$ cat src/design/bpc_pkg.sv
`timescale 1ns / 1ps

package bpc_pkg;

  // Buttons and level vector
  localparam int NumButtons = 16;
  localparam int LevelBits  = 16;
  localparam int ScanCount  = (NumButtons < LevelBits) ? NumButtons : LevelBits;
  localparam int IdxW       = 4;
  localparam int CntW       = 16;

  // Tick phases
  localparam logic [2:0] LatchPhase = 3'd5;
  localparam logic [2:0] ScanPhase  = 3'd6;

  // Configuration register indexes
  localparam logic [1:0] CfgShort  = 2'd0;
  localparam logic [1:0] CfgMedium = 2'd1;
  localparam logic [1:0] CfgLong   = 2'd2;

  // Threshold reset values
  localparam logic [CntW-1:0] ShortReset  = 16'd4;
  localparam logic [CntW-1:0] MediumReset = 16'd100;
  localparam logic [CntW-1:0] LongReset   = 16'd200;

  typedef enum logic [1:0] {
    KIND_SHORT  = 2'd0,
    KIND_MEDIUM = 2'd1,
    KIND_LONG   = 2'd2
  } kind_e;

  // Controller to datapath
  typedef struct packed {
    logic            latch;
    logic            step;
    logic            push;
    logic            push_last;
    logic [IdxW-1:0] idx;
  } cmd_t;

  // Datapath to controller
  typedef struct packed {
    logic ev_hit;
    logic pend_valid;
    logic out_free;
  } status_t;

endpackage

$ cat src/design/bpc_datapath.sv
`timescale 1ns / 1ps

module bpc_datapath (
  input  logic                     clk_i,
  input  logic                     rst_ni,
  input  bpc_pkg::cmd_t            cmd_i,
  output bpc_pkg::status_t         status_o,
  input  logic [15:0]              pin_levels_i,
  input  logic                     cfg_we_i,
  input  logic [1:0]               cfg_index_i,
  input  logic [15:0]              cfg_data_i,
  input  logic                     out_ready_i,
  output logic                     out_valid_o,
  output logic [bpc_pkg::IdxW-1:0] button_index_o,
  output logic [1:0]               press_kind_o,
  output logic                     last_event_o
);

  logic [bpc_pkg::CntW-1:0]      short_q, medium_q, long_q;
  logic [bpc_pkg::LevelBits-1:0] lvl_q;
  logic [bpc_pkg::CntW-1:0]      hold_q [bpc_pkg::ScanCount];

  logic                          pend_valid_q;
  logic [bpc_pkg::IdxW-1:0]      pend_idx_q;
  bpc_pkg::kind_e                pend_kind_q;

  logic                          out_valid_q;
  logic [bpc_pkg::IdxW-1:0]      out_idx_q;
  bpc_pkg::kind_e                out_kind_q;
  logic                          out_last_q;

  logic                          pressed;
  logic [bpc_pkg::CntW-1:0]      cnt;
  logic [bpc_pkg::CntW-1:0]      cnt_d;
  logic                          ev_hit;
  bpc_pkg::kind_e                ev_kind;
  logic                          out_free;

  // Per-button update for the button being visited
  always_comb begin
    pressed = ~lvl_q[bpc_pkg::IdxW'(bpc_pkg::LevelBits - 1) - cmd_i.idx];
    cnt     = hold_q[cmd_i.idx];
    cnt_d   = cnt;
    ev_hit  = 1'b0;
    ev_kind = bpc_pkg::KIND_SHORT;
    if (pressed) begin
      if (cnt < short_q) begin
        cnt_d   = cnt + 16'd1;
        ev_hit  = (cnt_d >= short_q);
        ev_kind = bpc_pkg::KIND_SHORT;
      end else if (cnt < long_q) begin
        cnt_d   = cnt + 16'd1;
        ev_hit  = (cnt_d >= long_q);
        ev_kind = bpc_pkg::KIND_LONG;
      end
    end else begin
      cnt_d   = '0;
      ev_hit  = (cnt >= medium_q) && (cnt < long_q);
      ev_kind = bpc_pkg::KIND_MEDIUM;
    end
  end

  assign out_free = !out_valid_q || out_ready_i;

  assign status_o.ev_hit     = ev_hit;
  assign status_o.pend_valid = pend_valid_q;
  assign status_o.out_free   = out_free;

  // Thresholds, levels, hold counters and handshake flags
  always_ff @(posedge clk_i or negedge rst_ni) begin
    if (!rst_ni) begin
      short_q      <= bpc_pkg::ShortReset;
      medium_q     <= bpc_pkg::MediumReset;
      long_q       <= bpc_pkg::LongReset;
      lvl_q        <= '0;
      pend_valid_q <= 1'b0;
      out_valid_q  <= 1'b0;
      for (int i = 0; i < bpc_pkg::ScanCount; i++) begin
        hold_q[i] <= '0;
      end
    end else begin
      if (cfg_we_i) begin
        case (cfg_index_i)
          bpc_pkg::CfgShort:  short_q  <= cfg_data_i;
          bpc_pkg::CfgMedium: medium_q <= cfg_data_i;
          bpc_pkg::CfgLong:   long_q   <= cfg_data_i;
          default: ;
        endcase
      end
      if (cmd_i.latch) begin
        lvl_q <= pin_levels_i;
      end
      if (cmd_i.step) begin
        hold_q[cmd_i.idx] <= cnt_d;
      end
      // one event held back until we know whether it is the last
      if (cmd_i.step && ev_hit) begin
        pend_valid_q <= 1'b1;
      end else if (cmd_i.push) begin
        pend_valid_q <= 1'b0;
      end
      if (cmd_i.push) begin
        out_valid_q <= 1'b1;
      end else if (out_ready_i) begin
        out_valid_q <= 1'b0;
      end
    end
  end

  // Event payload
  always_ff @(posedge clk_i) begin
    if (cmd_i.step && ev_hit) begin
      pend_idx_q  <= cmd_i.idx;
      pend_kind_q <= ev_kind;
    end
    if (cmd_i.push) begin
      out_idx_q  <= pend_idx_q;
      out_kind_q <= pend_kind_q;
      out_last_q <= cmd_i.push_last;
    end
  end

  assign out_valid_o    = out_valid_q;
  assign button_index_o = out_idx_q;
  assign press_kind_o   = out_kind_q;
  assign last_event_o   = out_last_q;

  // Only a held event may be moved out, and only into a free slot
  a_push_has_pend: assert property (@(posedge clk_i) disable iff (!rst_ni)
    cmd_i.push |-> (pend_valid_q && out_free))
    else $error("push without a pending event or free output");

  // A new event must never overwrite a pending one
  a_no_pend_loss: assert property (@(posedge clk_i) disable iff (!rst_ni)
    (cmd_i.step && ev_hit && pend_valid_q) |-> cmd_i.push)
    else $error("pending event overwritten");

endmodule

$ cat src/design/bpc_ctrl.sv
`timescale 1ns / 1ps

module bpc_ctrl (
  input  logic             clk_i,
  input  logic             rst_ni,
  input  logic             in_valid_i,
  output logic             in_ready_o,
  input  bpc_pkg::status_t status_i,
  output bpc_pkg::cmd_t    cmd_o
);

  typedef enum logic [2:0] {
    S_IDLE  = 3'b001,
    S_SCAN  = 3'b010,
    S_FLUSH = 3'b100
  } state_e;

  state_e                   state_q, state_d;
  logic [2:0]               phase_q, phase_d;
  logic [bpc_pkg::IdxW-1:0] idx_q, idx_d;
  logic                     accept;
  logic                     need_push;
  logic                     last_idx;

  assign in_ready_o = (state_q == S_IDLE);
  assign accept     = in_valid_i && in_ready_o;
  assign need_push  = status_i.ev_hit && status_i.pend_valid;
  assign last_idx   = (idx_q == bpc_pkg::IdxW'(bpc_pkg::ScanCount - 1));

  // Next state and commands
  always_comb begin
    state_d         = state_q;
    phase_d         = phase_q;
    idx_d           = idx_q;
    cmd_o.latch     = 1'b0;
    cmd_o.step      = 1'b0;
    cmd_o.push      = 1'b0;
    cmd_o.push_last = 1'b0;
    cmd_o.idx       = idx_q;
    case (state_q)
      S_IDLE: begin
        if (accept) begin
          phase_d = phase_q + 3'd1;
          if (phase_d == bpc_pkg::LatchPhase) begin
            cmd_o.latch = 1'b1;
          end else if (phase_d == bpc_pkg::ScanPhase) begin
            phase_d = '0;
            idx_d   = '0;
            state_d = S_SCAN;
          end
        end
      end
      S_SCAN: begin
        // stall only when the held event must move out and the slot is busy
        if (!need_push || status_i.out_free) begin
          cmd_o.step = 1'b1;
          cmd_o.push = need_push;
          idx_d      = idx_q + bpc_pkg::IdxW'(1);
          if (last_idx) begin
            state_d = S_FLUSH;
          end
        end
      end
      S_FLUSH: begin
        if (!status_i.pend_valid) begin
          state_d = S_IDLE;
        end else if (status_i.out_free) begin
          cmd_o.push      = 1'b1;
          cmd_o.push_last = 1'b1;
          state_d         = S_IDLE;
        end
      end
      default: begin
        state_d = S_IDLE;
      end
    endcase
  end

  always_ff @(posedge clk_i or negedge rst_ni) begin
    if (!rst_ni) begin
      state_q <= S_IDLE;
      phase_q <= '0;
      idx_q   <= '0;
    end else begin
      state_q <= state_d;
      phase_q <= phase_d;
      idx_q   <= idx_d;
    end
  end

  // Scan tick starts a walk
  a_scan_start: assert property (@(posedge clk_i) disable iff (!rst_ni)
    (accept && phase_q == bpc_pkg::LatchPhase) |=> (state_q == S_SCAN && idx_q == '0))
    else $error("scan did not start on scan tick");

  // Counters only move during a walk
  a_step_in_scan: assert property (@(posedge clk_i) disable iff (!rst_ni)
    cmd_o.step |-> (state_q == S_SCAN))
    else $error("step outside scan");

  // Final marker only on the flush
  a_last_in_flush: assert property (@(posedge clk_i) disable iff (!rst_ni)
    cmd_o.push_last |-> (state_q == S_FLUSH && cmd_o.push))
    else $error("last marker outside flush");

endmodule

$ cat src/design/button_press_classifier.sv
`timescale 1ns / 1ps
// Ticks that do not scan are accepted without leaving the idle state.
// A scan tick is accepted, the 16 hold counters are walked in turn, then a flush runs:
//   no tick is taken until the flush ends; walk and flush stall while output is busy.
// An event is held pending and moves out when the next one is found, or in the flush.
// Reset (async, active low) sets thresholds to 4/100/200 and clears all counters.

module button_press_classifier (
  input  logic        clk_i,
  input  logic        rst_ni,
  input  logic        in_valid_i,
  output logic        in_ready_o,
  input  logic [15:0] pin_levels_i,
  output logic        out_valid_o,
  input  logic        out_ready_i,
  output logic [3:0]  button_index_o,
  output logic [1:0]  press_kind_o,
  output logic        last_event_o,
  input  logic        cfg_we_i,
  input  logic [1:0]  cfg_index_i,
  input  logic [15:0] cfg_data_i
);

  bpc_pkg::cmd_t    cmd;
  bpc_pkg::status_t status;

  bpc_ctrl u_ctrl (
    .clk_i      (clk_i),
    .rst_ni     (rst_ni),
    .in_valid_i (in_valid_i),
    .in_ready_o (in_ready_o),
    .status_i   (status),
    .cmd_o      (cmd)
  );

  bpc_datapath u_datapath (
    .clk_i          (clk_i),
    .rst_ni         (rst_ni),
    .cmd_i          (cmd),
    .status_o       (status),
    .pin_levels_i   (pin_levels_i),
    .cfg_we_i       (cfg_we_i),
    .cfg_index_i    (cfg_index_i),
    .cfg_data_i     (cfg_data_i),
    .out_ready_i    (out_ready_i),
    .out_valid_o    (out_valid_o),
    .button_index_o (button_index_o),
    .press_kind_o   (press_kind_o),
    .last_event_o   (last_event_o)
  );

endmodule

$ cat config.mk
export PLATFORM = sky130hd
export DESIGN_NAME = button_press_classifier
export DESIGN_NICKNAME = d
export VERILOG_FILES = /design/src/design/bpc_pkg.sv /design/src/design/bpc_datapath.sv /design/src/design/bpc_ctrl.sv /design/src/design/button_press_classifier.sv
export SDC_FILE = /design/constraint.sdc
export NUM_CORES = 1
export LEC_CHECK = 0
export BUFFER_PORTS_ARGS = -buffer_cell sky130_fd_sc_hd__buf_2
export CORE_AREA = 2 2 241 243
export DETAILED_ROUTE_END_ITERATION = 10
export DIE_AREA = 0 0 243 245
export PLACE_DENSITY = 0.55
export SKIP_CTS_REPAIR_TIMING = 1
export SLEW_MARGIN = 20
export SYNTH_ARGS = -nofsm -noshare
export SYNTH_HDL_FRONTEND = slang
export SYNTH_SLANG_ARGS = --single-unit
$ cat constraint.sdc
create_clock -name clk_i -period 10.83 [get_ports clk_i]
set_clock_uncertainty 0.2 [all_clocks]
set_input_delay 1.083 -clock clk_i [delete_from_list [all_inputs] [get_ports clk_i]]
set_output_delay 1.083 -clock clk_i [all_outputs]
set_load 0.01 [all_outputs]
==> metrics.txt, run 1 <==
main combinational cell family by area after synthesis multiplexers; final setup fails 0; Avg Cell Area, Syn ~14 um^2; min setup slack post-route roughly 3.5 ns; drt first pass iters 5; syn_nets ~1400; Most used DFF post-synth dfrtp_1; Post-synth EDFFs 13; worst relative slew slack a little under a quarter; utilization after layout a little over a third; Routed Antenna Nets 0; post-synthesis async set-or-reset flop share between 90% and 100%; CP most frequent cell buf_4; dpl ws between 3 and 4 ns; unrepaired setup endpoints after global routing false; Tcrit/Tclk final roughly 68%; Static Leak 9.68 nW; Placer Congestion ~0.80; Final #Nets ~1400; largest net degree at the start of global routing 166; Critical Path Slowest Stage Cell dfrtp_4; commonest non-fill, non-tap cells in the layout 322 x dfrtp_1, 256 x mux2_2, 88 x ha_1, 60 x mux4_2, 56 x inv_1; boundary pin count 48; Yosys cell types between 60 and 70; Yosys top cell area share between 40 and 50%; first-pass GRT wire length ~70000 um; Iter 0 DRT Violations 640; initial antenna violation count 0; commonest non-fill, non-tap cell in the layout dfrtp_1; clock-pin transition on the worst setup and hold timing paths 0.06 ns; Post-Synth Simple-Gate Area about 5.5%; Die H approximately 250 um; CTS tree built; PortBufs 47; register bit total from synthesis ~350; WL final 43600 um; R2R Setup Slk 3.48 ns; CP Max Fanout between 40 and 50; area delta synth->final 13.1%; Post-Synthesis Cells around 1300; layout cells sized above 1 about two fifths; number of global-route vias before repair between 10000 and 15000; XOR/XNOR Fraction of Synth Area 1.17%; post-synthesis sequential area ratio between 40% and 50%; Fmax between 0.1 and 0.15 GHz; clk root buf clkbuf_16; Worst EP arrival between 7 and 8 ns; Tightest Pin Transition approximately 1.2 ns; Compound-Gate Fraction of Synth Area 5.08%; # DRC 0; CP endpoint kind register; Num CTS Buffers 41; synthesized area 18000 um^2; die area a little under 60000 um^2; clock sinks 345; Worst-Skew Late Latency just under 0.6 ns; Site Rows 88; CP Class reg2reg; PnR Total Power roughly 3.7 mW; hold crit path type reg2reg; Vias/cell a little over 5; fillers between 5000 and 6000; Inserted Diodes 0; critical-path cell list buf_4 > mux4_1 > mux4_2 > and2_1 > and4b_1 > xor2_1 > ha_1 > a21o_1 > a21o_1 > a221oi_1 > o21ai_0 > or4b_1 > a31o_1 > buf_4 > nand4_1 > buf_4 > mux2_2; Peak supply drop between 0.1 and 0.15 mV; WP data required ~11 ns; placed insts around 2000; CTS H-tree lvls 2; grt ovf 0; core footprint 57000 um^2; detailed placement HPWL between 20000 and 30000 um; Worst Path Buf+Inv 3; Max-Cap Viols 0; WL/cell between 20 and 25 um; Max clock buf depth 3; Area contributors post-synth dfrtp_1 45%, mux2_2 16%, mux4_2 7.5%; Period minus WS final between 7 and 8 ns; Starting Density between 30% and 40%; Max Slew Vio Count 0; Die Wd roughly 240 um; Setup TNS Final 0 ns; CP top delay family multiplexers; register area 8720 um^2; total track usage 15.0%; final std cells w/o fill 2109; PD cells ~180 nW/um^2; largest area contributor in the netlist dfrtp_1; Fin. Hold Viols 0; status complete, no violations; slowest stage delay, CP 0.89 ns; Startpoint Class register; multiplexer share of the synthesized area 29.8%; adder-cell share of the synthesized area 6.11%; Vias 10717; multi-input logic area ~8600 um^2; YS warnings 0
## layout make-up
class                      count  share of cell area, %
clock buffer                  63                   6.14
inverter                      56                   1.03
tap                          765                   4.70
clock inverter                12                   1.07
timing repair buffer          65                   1.93
sequential                   345                   42.8
multi-input combinational    803                   42.3
## flip-flops by register name, summed over array words and instances, names as in the netlist, 2 cells and up
name and count:
u_ctrl.idx_q 4, u_ctrl.phase_q 3, u_ctrl.state_q 3, u_datapath.button_index_o 4, u_datapath.hold_q 256, u_datapath.long_q 16
u_datapath.lvl_q 16, u_datapath.medium_q 16, u_datapath.pend_idx_q 4, u_datapath.pend_kind_q 2, u_datapath.press_kind_o 2, u_datapath.short_q 16
## cells by family after synthesis
kind of cell    Yosys count
compound gates          141
flops                   345
buf+inv                 134
fa+ha+maj                88
mux                     383
simple gates            167
xor+xnor                 24
## final timing paths
kind | endpoint | cells past startpoint | from
worst max-delay path | u_datapath.hold_q[53]$_DFFE_PN0P_ | 17 | u_ctrl.idx_q[0]$_DFFE_PN0P_
worst min-delay path | u_datapath.button_index_o[3]$_DFFE_PP_ | 0 | u_datapath.pend_idx_q[3]$_DFFE_PP_
max in group asynchronous | u_datapath.medium_q[9]$_DFFE_PN0P_ | 2 | rst_ni
min in group asynchronous | u_datapath.lvl_q[6]$_DFFE_PN0P_ | 1 | rst_ni
worst max register to register | u_datapath.hold_q[53]$_DFFE_PN0P_ | 17 | u_ctrl.idx_q[0]$_DFFE_PN0P_
worst min register to register | u_datapath.button_index_o[3]$_DFFE_PP_ | 0 | u_datapath.pend_idx_q[3]$_DFFE_PP_
## through the flow
| step | hold WS [ns] | cell area [um^2] |
|---|---|---|
| after global routing | 0.247 | 20400 |
| final | 0.223 | 20400 |
| after floorplan | 0.200 | 18000 |
| after CTS | 0.221 | 20300 |
| after global placement | 0.212 | 18900 |
| after detailed placement | 0.205 | 18900 |
## metal layers
metal | part of all wire [%] | track usage [%] | routed length [um] | vias up
li1 | - | - | - | 4828
met1 | 47 | 20.6 | 20600 | 5632
met2 | 47 | 24.4 | 20300 | 188
met3 | 3.8 | 2.55 | 1650 | 69
met4 | 2.4 | 4.42 | 1050 | 0
met5 | 0 | 0 | 0 | -
## Yosys cell counts (all sizes together), types with 15 or more instances
library cell	n
o21ai	36
nor2	27
xnor2	16
mux2	306
mux4	75
a21o	15
inv	56
nand2	50
nand4	24
clkbuf	31
buf	47
dfrtp	324
a21oi	33
ha	88
## power by group
group / internal (mW) / switching, mW
Sequential: 1.40 / 0.0944
Combinational: 0.306 / 0.420
Clock: 0.899 / 0.576
## worst reg2reg max path: stages (launching register included)
cell and delay, ns:
dfrtp_4 0.89, buf_4 0.80, mux4_1 0.71, mux4_2 0.67
and2_1 0.22, and4b_1 0.26, xor2_1 0.22, ha_1 0.28
a21o_1 0.18, a21o_1 0.16, a221oi_1 0.26, o21ai_0 0.17
or4b_1 0.21, a31o_1 0.14, buf_4 0.35, nand4_1 0.74
buf_4 0.49, mux2_2 0.29
No activity file was read; power rests on OpenSTA's default activity.
==> run 2, diff against run 1 <==
--- a/config.mk
+++ b/config.mk
@@ -5,11 +5,12 @@
 export SDC_FILE = /design/constraint.sdc
 export NUM_CORES = 1
 export LEC_CHECK = 0
+export ABC_AREA = 1
 export BUFFER_PORTS_ARGS = -buffer_cell sky130_fd_sc_hd__buf_2
-export CORE_AREA = 2 2 241 243
+export CORE_AREA = 2 2 247 249
 export DETAILED_ROUTE_END_ITERATION = 10
-export DIE_AREA = 0 0 243 245
-export PLACE_DENSITY = 0.55
+export DIE_AREA = 0 0 249 251
+export PLACE_DENSITY = 0.57
 export SKIP_CTS_REPAIR_TIMING = 1
 export SLEW_MARGIN = 20
 export SYNTH_ARGS = -nofsm -noshare
==> constraint.sdc (replaced) <==
create_clock -name clk_i -period 6.5 [get_ports clk_i]
set_clock_uncertainty 0.2 [all_clocks]
set_input_delay 0.65 -clock clk_i [delete_from_list [all_inputs] [get_ports clk_i]]
set_output_delay 0.65 -clock clk_i [all_outputs]
set_load 0.01 [all_outputs]
==> run 2 against run 1 <==
Critical path depth rose by 9. Routed wire length rose by 22%. Sequential share of layout area down 1.5 points. Critical endpoint is now u_datapath.hold_q[219]$_DFFE_PN0P_. Highest routed layer unchanged.
==> metrics.txt, run 2 <==
status complete, no violations; post-synthesis sequential area ratio 45.8% (-2.5 points); Sw Share 46.0% (+16 points); Avg Cell Area, Syn 7.58 um^2 (-46%); Post-synth EDFFs 13 (unchanged); Most used DFF post-synth dfrtp_1; fillers 6200 (+13%); Fin. Hold Viols 0 (unchanged); syn_nets 2633 (+87%); CTS tree built; Crit. Startpoint u_ctrl.idx_q[0]$_DFFE_PN0P_; # DRC 0 (unchanged); Tcrit/Tclk final 90.5% (+23 points); Peak supply drop 0.254 mV (+140%); multi-input logic area 8590 um^2 (-0.42%); register bit total from synthesis 345 (unchanged); register area 8710 um^2 (about the same); Compound-Gate Fraction of Synth Area 12.8% (+7.7 points); multiplexer share of the synthesized area 0% (-30 points); PD cells 452 nW/um^2 (+150%); largest net degree at the start of global routing 178 (+7.2%); Max Slew Vio Count 0 (unchanged); XOR/XNOR Fraction of Synth Area 0.184% (-0.98 points); utilization after layout 35.3% (-0.44 points); Routed Antenna Nets 0 (unchanged); Site Rows 90 (+2.3%); largest reg by FF count u_datapath.hold_q; Starting Density 31.8% (+0.20 points); synthesized area 19000 um^2 (+5.5%); grt ovf 0 (unchanged); internal power 5.15 mW (+98%); Area contributors post-synth dfrtp_1 43%, nand2_1 18%, o21ai_0 6.0%; CP Max Fanout 95 (+130%); Commonest cells post-synth 917 x nand2_1, 324 x dfrtp_1, 227 x o21ai_0; Die H 251 um (+2.4%); commonest non-fill, non-tap cell in the layout nand2_1; Yosys cell types 38 (-42%); core footprint 59800 um^2 (+4.8%); Worst EP arrival 6.14 ns (-1.47 ns); YS warnings 0 (unchanged); initial antenna violation count 0 (unchanged); layout cells sized above 1 10.0% (-29 points); Post-Synthesis Cells 2506 (+95%); Iter 0 DRT Violations 1277 (+100%); Sequential Power Share 27.7% (-13 points); drt first pass iters 5 (unchanged); CP endpoint kind register; Max-Cap Viols 0 (unchanged); PnR Total Power 9.53 mW (+160%); total track usage 17.2% (+2.2 points); r2r endpoint u_datapath.hold_q[219]$_DFFE_PN0P_; area delta synth->final 11.0%; commonest non-fill, non-tap cells in the layout 917 x nand2_1, 322 x dfrtp_1, 227 x o21ai_0, 217 x nor2_1, 206 x inv_1; Yosys top cell area share 42.7% (-2.3 points); NetSw 4.39 mW (+300%); WL/cell 16.0 um (-23%); Die Wd 249 um (+2.5%); die area 62500 um^2 (+5.0%); Worst-Skew Late Latency 0.58 ns (about the same); final setup fails 0 (unchanged); main combinational cell family by area after synthesis simple AND/OR/NAND/NOR gates; Max clock buf depth 3 (unchanged); Inserted Diodes 0 (unchanged); post-synthesis async set-or-reset flop share 96.2% (unchanged); PortBufs 47 (unchanged); clock power share 23.9% (-16 points); Tightest Pin Transition 1.07 ns (-0.0850 ns); Period minus WS final 5.88 ns (-1.47 ns); clk root buf clkbuf_16; Fmax 0.170 GHz (+25%); Post-DP Area 19700 um^2 (+4.6%); R2R depth 26 (+9); CP Class reg2reg; clock sinks 345 (unchanged); Static Leak 10.6 nW (+9.8%); most frequent cell after synthesis nand2_1; WP data required 6.76 ns (-4.32 ns); WL final 53000 um (+22%); unrepaired setup endpoints after global routing false; clock-pin transition on the worst setup and hold timing paths 0.06 ns (about the same); first-pass GRT wire length 86200 um (+24%); crit path to u_datapath.hold_q[219]$_DFFE_PN0P_; hold crit path type in2reg; Setup TNS Final 0 ns (unchanged); detailed placement HPWL 34400 um (+25%); R2R Setup Slk 0.62 ns (-2.86 ns); Placer Congestion 0.852 (+6.1%); Startpoint Class register; boundary pin count 48 (unchanged); Vias/cell 4.79 (-5.7%); Vias 15870 (+48%); Logic pwr share 48.4% (+29 points); adder-cell share of the synthesized area 5.80% (-0.32 points); hold_ws 0.124 ns (-0.0989 ns); worst flop-to-flop path startpoint u_ctrl.idx_q[0]$_DFFE_PN0P_; Num CTS Buffers 40 (-2.4%); post-route design area 21100 um^2 (+3.6%); CTS H-tree lvls 2 (unchanged); Post-Synth Simple-Gate Area 26.4% (+21 points); Final #Nets 2627 (+83%); max reg flops 256 (unchanged); worst relative slew slack 28.0% (+4.9 points); largest area contributor in the netlist dfrtp_1; number of global-route vias before repair 15379 (+35%)
run 2: cell count changes after synthesis, sizes merged, moves of 24 or more:
| cell | delta |
|---|---|
| mux2 | -306 |
| mux4 | -75 |
| inv | +174 |
| nor2 | +203 |
| a21oi | +24 |
| nand3 | +61 |
| o21ai | +343 |
| buf | +53 |
| nand2 | +884 |
run 2: cell type report:
type,instances,share of cell area [%]
Sequential cell,345,41.3
Multi-Input combinational cell,1797,40.7
Clock buffer,56,5.56
Tap cell,782,4.64
Inverter,231,4.12
Timing Repair Buffer,85,2.88
Clock inverter,15,0.783
run 2: worst max-delay path: stages, from the launching register on:
cell and delay (ns):
dfrtp_4 0.67, buf_4 0.32, buf_12 0.34, o21ai_0 0.17, o21ai_1 0.22, nand2_1 0.07
nand2_1 0.09, inv_1 0.04, nand2_1 0.22, nand2_2 0.14, nor2_1 0.14, nand2_1 0.10
o21ai_1 0.26, inv_1 0.13, ha_1 0.30, nand4_1 0.17, nor3_1 0.29, nand3_1 0.12
nand3_1 0.10, nand2_1 0.06, nand3_1 0.18, nand4_4 0.27, nand3_1 0.53, buf_12 0.25
inv_1 0.09, nand2_1 0.07, nand2_1 0.05
run 2: power groups by stage:
stage / Clock (mW) / Sequential (mW) / Combinational [mW]
after CTS: 2.34 / 2.64 / 4.61
final: 2.28 / 2.64 / 4.61
after global placement: 0 / 2.67 / 4.50
after detailed placement: 0 / 2.68 / 4.59
after floorplan: 0 / 2.61 / 3.43
after global routing: 2.43 / 2.68 / 5.22
run 2: worst min-delay path by stage:
| stage | endpoint | slack (ns) | startpoint | cells after the start |
|---|---|---|---|---|
| 6_report | u_datapath.lvl_q[15]$_DFFE_PN0P_ | 0.12 | pin_levels_i[15] | 3 |
| 5_1_grt | u_datapath.lvl_q[9]$_DFFE_PN0P_ | 0.11 | pin_levels_i[9] | 3 |
| 4_1_cts | u_datapath.medium_q[10]$_DFFE_PN0P_ | -0.06 | rst_ni | 1 |
| 3_5_place_dp | u_datapath.button_index_o[0]$_DFFE_PP_ | 0.20 | u_datapath.pend_idx_q[0]$_DFFE_PP_ | 0 |
| 3_3_place_gp | u_datapath.button_index_o[0]$_DFFE_PP_ | 0.20 | u_datapath.pend_idx_q[0]$_DFFE_PP_ | 0 |
| 2_1_floorplan | u_ctrl.idx_q[0]$_DFFE_PN0P_ | 0.15 | rst_ni | 0 |
run 2: stage by stage:
| step | std cells | setup slack [ns] |
|---|---|---|
| 4_1_cts | 3310 | 0.778 |
| 3_5_place_dp | 3239 | 0.831 |
| 2_1_floorplan | 2506 | 2.45 |
| 3_3_place_gp | 3239 | 0.836 |
| 6_report | 3311 | 0.617 |
| 5_1_grt | 3311 | 0.170 |
run 2: kinds of logic (layout without fill, tap and decap cells):
logic type	count (synthesis)	count (layout)
AO/OA/AOI/OAI	450	450
AND/OR/NAND/NOR	1255	1255
adder cells (fa/ha/maj)	88	88
XOR/XNOR	4	4
buffers and inverters	364	387
flip-flops	345	345
run 2: per-layer routing:
layer	part of all wire (%)	vias up	global-route usage (%)	wire length [um]
li1	-	7889	-	-
met4	2.0	0	4.54	1080
met1	47	7563	23.3	24700
met5	0	-	0	0
met3	4.8	62	2.61	2560
met2	46	356	28.7	24600
==> run 3, diff against run 2 <==
--- a/config.mk
+++ b/config.mk
@@ -7,9 +7,9 @@
 export LEC_CHECK = 0
 export ABC_AREA = 1
 export BUFFER_PORTS_ARGS = -buffer_cell sky130_fd_sc_hd__buf_2
-export CORE_AREA = 2 2 247 249
+export CORE_AREA = 2 2 318 194
 export DETAILED_ROUTE_END_ITERATION = 10
-export DIE_AREA = 0 0 249 251
+export DIE_AREA = 0 0 320 196
 export PLACE_DENSITY = 0.57
 export SKIP_CTS_REPAIR_TIMING = 1
 export SLEW_MARGIN = 20
==> run 3 against run 2 <==
Register-to-register slack gained 0.09 ns. Highest routed layer unchanged. Sequential share of layout area grew 0.14 points. Non-clock buffer count shrank 4. Sequential power is essentially flat. Largest cell class unchanged. Combinational power grew 4%. Die area grew 0.35%. Maximum frequency grew 1.5%. Critical path depth shrank 1. Final cell count is essentially flat. Count of clock-buffer cells in the layout shrank 7. The run now ends with negative hold slack left. Global-route usage grew 0.084 points.
==> metrics.txt, run 3 (synthesis results as in run 2) <==
commonest non-fill, non-tap cells in the layout 916 x nand2_1, 322 x dfrtp_1, 226 x o21ai_0, 215 x nor2_1, 206 x inv_1; GR met2 Demand/Resource 23.8% (-4.8 points); hold crit path type in2async; Period minus WS final 5.80 ns (-0.0873 ns); detailed placement HPWL 36500 um (+6.3%); WL/cell 16.4 um (+2.3%); CTS H-tree lvls 2 (unchanged); boundary pin count 48 (unchanged); Worst EP arrival 6.01 ns (-0.13 ns); CP endpoint kind register; Tcrit/Tclk final 89.2% (-1.3 points); status finished with violations; number of global-route vias before repair 15133 (-1.6%); max reg flops 256 (unchanged); PD cells 462 nW/um^2 (+2.2%); Peak supply drop 0.220 mV (-14%); Die Wd 320 um (+29%); commonest non-fill, non-tap cell in the layout nand2_1; CP Max Fanout 31 (-67%); final setup fails 0 (unchanged); Site Rows 70 (-22%); WL final 54100 um (+2.2%); WP data required 6.72 ns (-0.04 ns); drt first pass iters 6 (+1); Max clock buf depth 3 (unchanged); placed insts 3245 (+0.19%); clk root buf clkbuf_16; Fmax 0.173 GHz (+1.5%); PortBufs 47 (unchanged); # DRC 0 (unchanged); unrepaired setup endpoints after global routing false; Most Used Layer, Global Route met1; Startpoint Class register; Vias/cell 4.86 (+1.5%); met3 usage 3.60% (+0.99 points); hold_ws -0.0436 ns (-0.167 ns); Starting Density 31.6% (-0.15 points); Routed Antenna Nets 0 (unchanged); Max-Cap Viols 0 (unchanged); final std cells w/o fill 3308 (-0.091%); area delta synth->final 10.6%; Placer Congestion 0.875 (+2.6%); core footprint 60100 um^2 (+0.48%); Final #Nets 2617 (-0.38%); largest reg by FF count u_datapath.hold_q; Die H 196 um (-22%); CP Class reg2reg; grt ovf 0 (unchanged); clock-pin transition on the worst setup and hold timing paths 0.07 ns (about the same); Max Slew Vio Count 0 (unchanged); worst relative slew slack 33.9% (+5.8 points); Inserted Diodes 0 (unchanged); largest net degree at the start of global routing 178 (unchanged); CTS tree built; first-pass GRT wire length 86700 um (+0.58%); Tightest Pin Transition 0.990 ns (-0.0784 ns); failing checks negative hold slack; total track usage 17.3% (+0.084 points); Static Leak 10.6 nW (-0.53%); met1 Usage GRT 27.6% (+4.3 points); Iter 0 DRT Violations 1723 (+35%); initial antenna violation count 0 (unchanged); layout cells sized above 1 9.86% (-0.19 points); Fin. Hold Viols 17 (+17); die area 62700 um^2 (+0.35%); fillers 6275 (+1.2%); Vias 16089 (+1.4%); Setup TNS Final 0 ns (unchanged); Worst-Skew Late Latency 0.53 ns (-0.05 ns); Num CTS Buffers 34 (-15%); clock sinks 345 (unchanged)
-- run 3: cell types whose count changed in the layout (fill, tap and decap cells not counted), sizes merged --
cell         before  now
dlygate4sd3       1    0
buf              84   81
clkbuf           56   49
clkinv           12    6
bufinv            2    6
-- run 3: final timing paths --
kind | start | cells past startpoint | slack [ns] | to
setup / recovery | u_ctrl.idx_q[0]$_DFFE_PN0P_ | 25 | 0.70 | u_datapath.hold_q[9]$_DFFE_PN0P_
hold / removal | rst_ni | 1 | -0.04 | u_ctrl.phase_q[1]$_DFFE_PN0P_
setup reg to reg | u_ctrl.idx_q[0]$_DFFE_PN0P_ | 25 | 0.70 | u_datapath.hold_q[9]$_DFFE_PN0P_
hold reg to reg | u_datapath.pend_idx_q[2]$_DFFE_PP_ | 0 | 0.23 | u_datapath.button_index_o[2]$_DFFE_PP_
max in group asynchronous | rst_ni | 3 | 4.56 | u_datapath.hold_q[43]$_DFFE_PN0P_
min in group clk_i | pin_levels_i[4] | 3 | 0.17 | u_datapath.lvl_q[4]$_DFFE_PN0P_
-- run 3: final cells by class --
type,count,area [um^2],share of cell area (%)
clock buffer,49,1030,4.90
clock inverter,13,233,1.11
inverter,231,870,4.14
multi-input combinational,1797,8600,40.9
sequential,345,8710,41.4
tap,792,991,4.71
timing repair buffer,81,583,2.77
-- run 3: metal layers --
metal / share of wire (%) / up-vias
met5: 0 / -
met1: 52 / 7668
met3: 7.4 / 58
li1: - / 7870
met4: 1.3 / 0
met2: 39 / 493
-- run 3: critical path: stages (launching register included) --
cell,delay [ns]
dfrtp_4,0.68
buf_4,0.44
o21ai_0,0.17
o21ai_0,0.18
nand2_1,0.07
nand2_1,0.08
inv_1,0.03
nand2_1,0.28
ha_1,0.30
nand2_1,0.14
nor2_1,0.37
nand4_1,0.14
nand2_1,0.14
inv_1,0.07
ha_1,0.27
nand2_1,0.08
nor3_1,0.30
nand3_1,0.13
nand3_1,0.11
nand2_1,0.05
nand3_1,0.25
nand4_4,0.31
nand3_2,0.53
inv_1,0.15
nand2_1,0.10
nand2_1,0.05
-- run 3: power breakdown --
part	total (mW)	switching, mW	internal, mW
clock network	2.26	0.912	1.35
registers	2.65	0.188	2.46
logic	4.79	3.46	1.33
-- run 3: through the flow --
stage                     cell area [um^2]  utilization (%)  setup slack, ns  power, mW
after CTS                            21000             34.9            0.816       9.69
after global routing                 21000             35.0            0.314       10.4
final                                21000             35.0            0.704       9.71
after detailed placement             19700             32.8            0.836       7.40
after global placement               19700             32.8            0.977       7.30
after floorplan                      19000                -             2.45       6.03
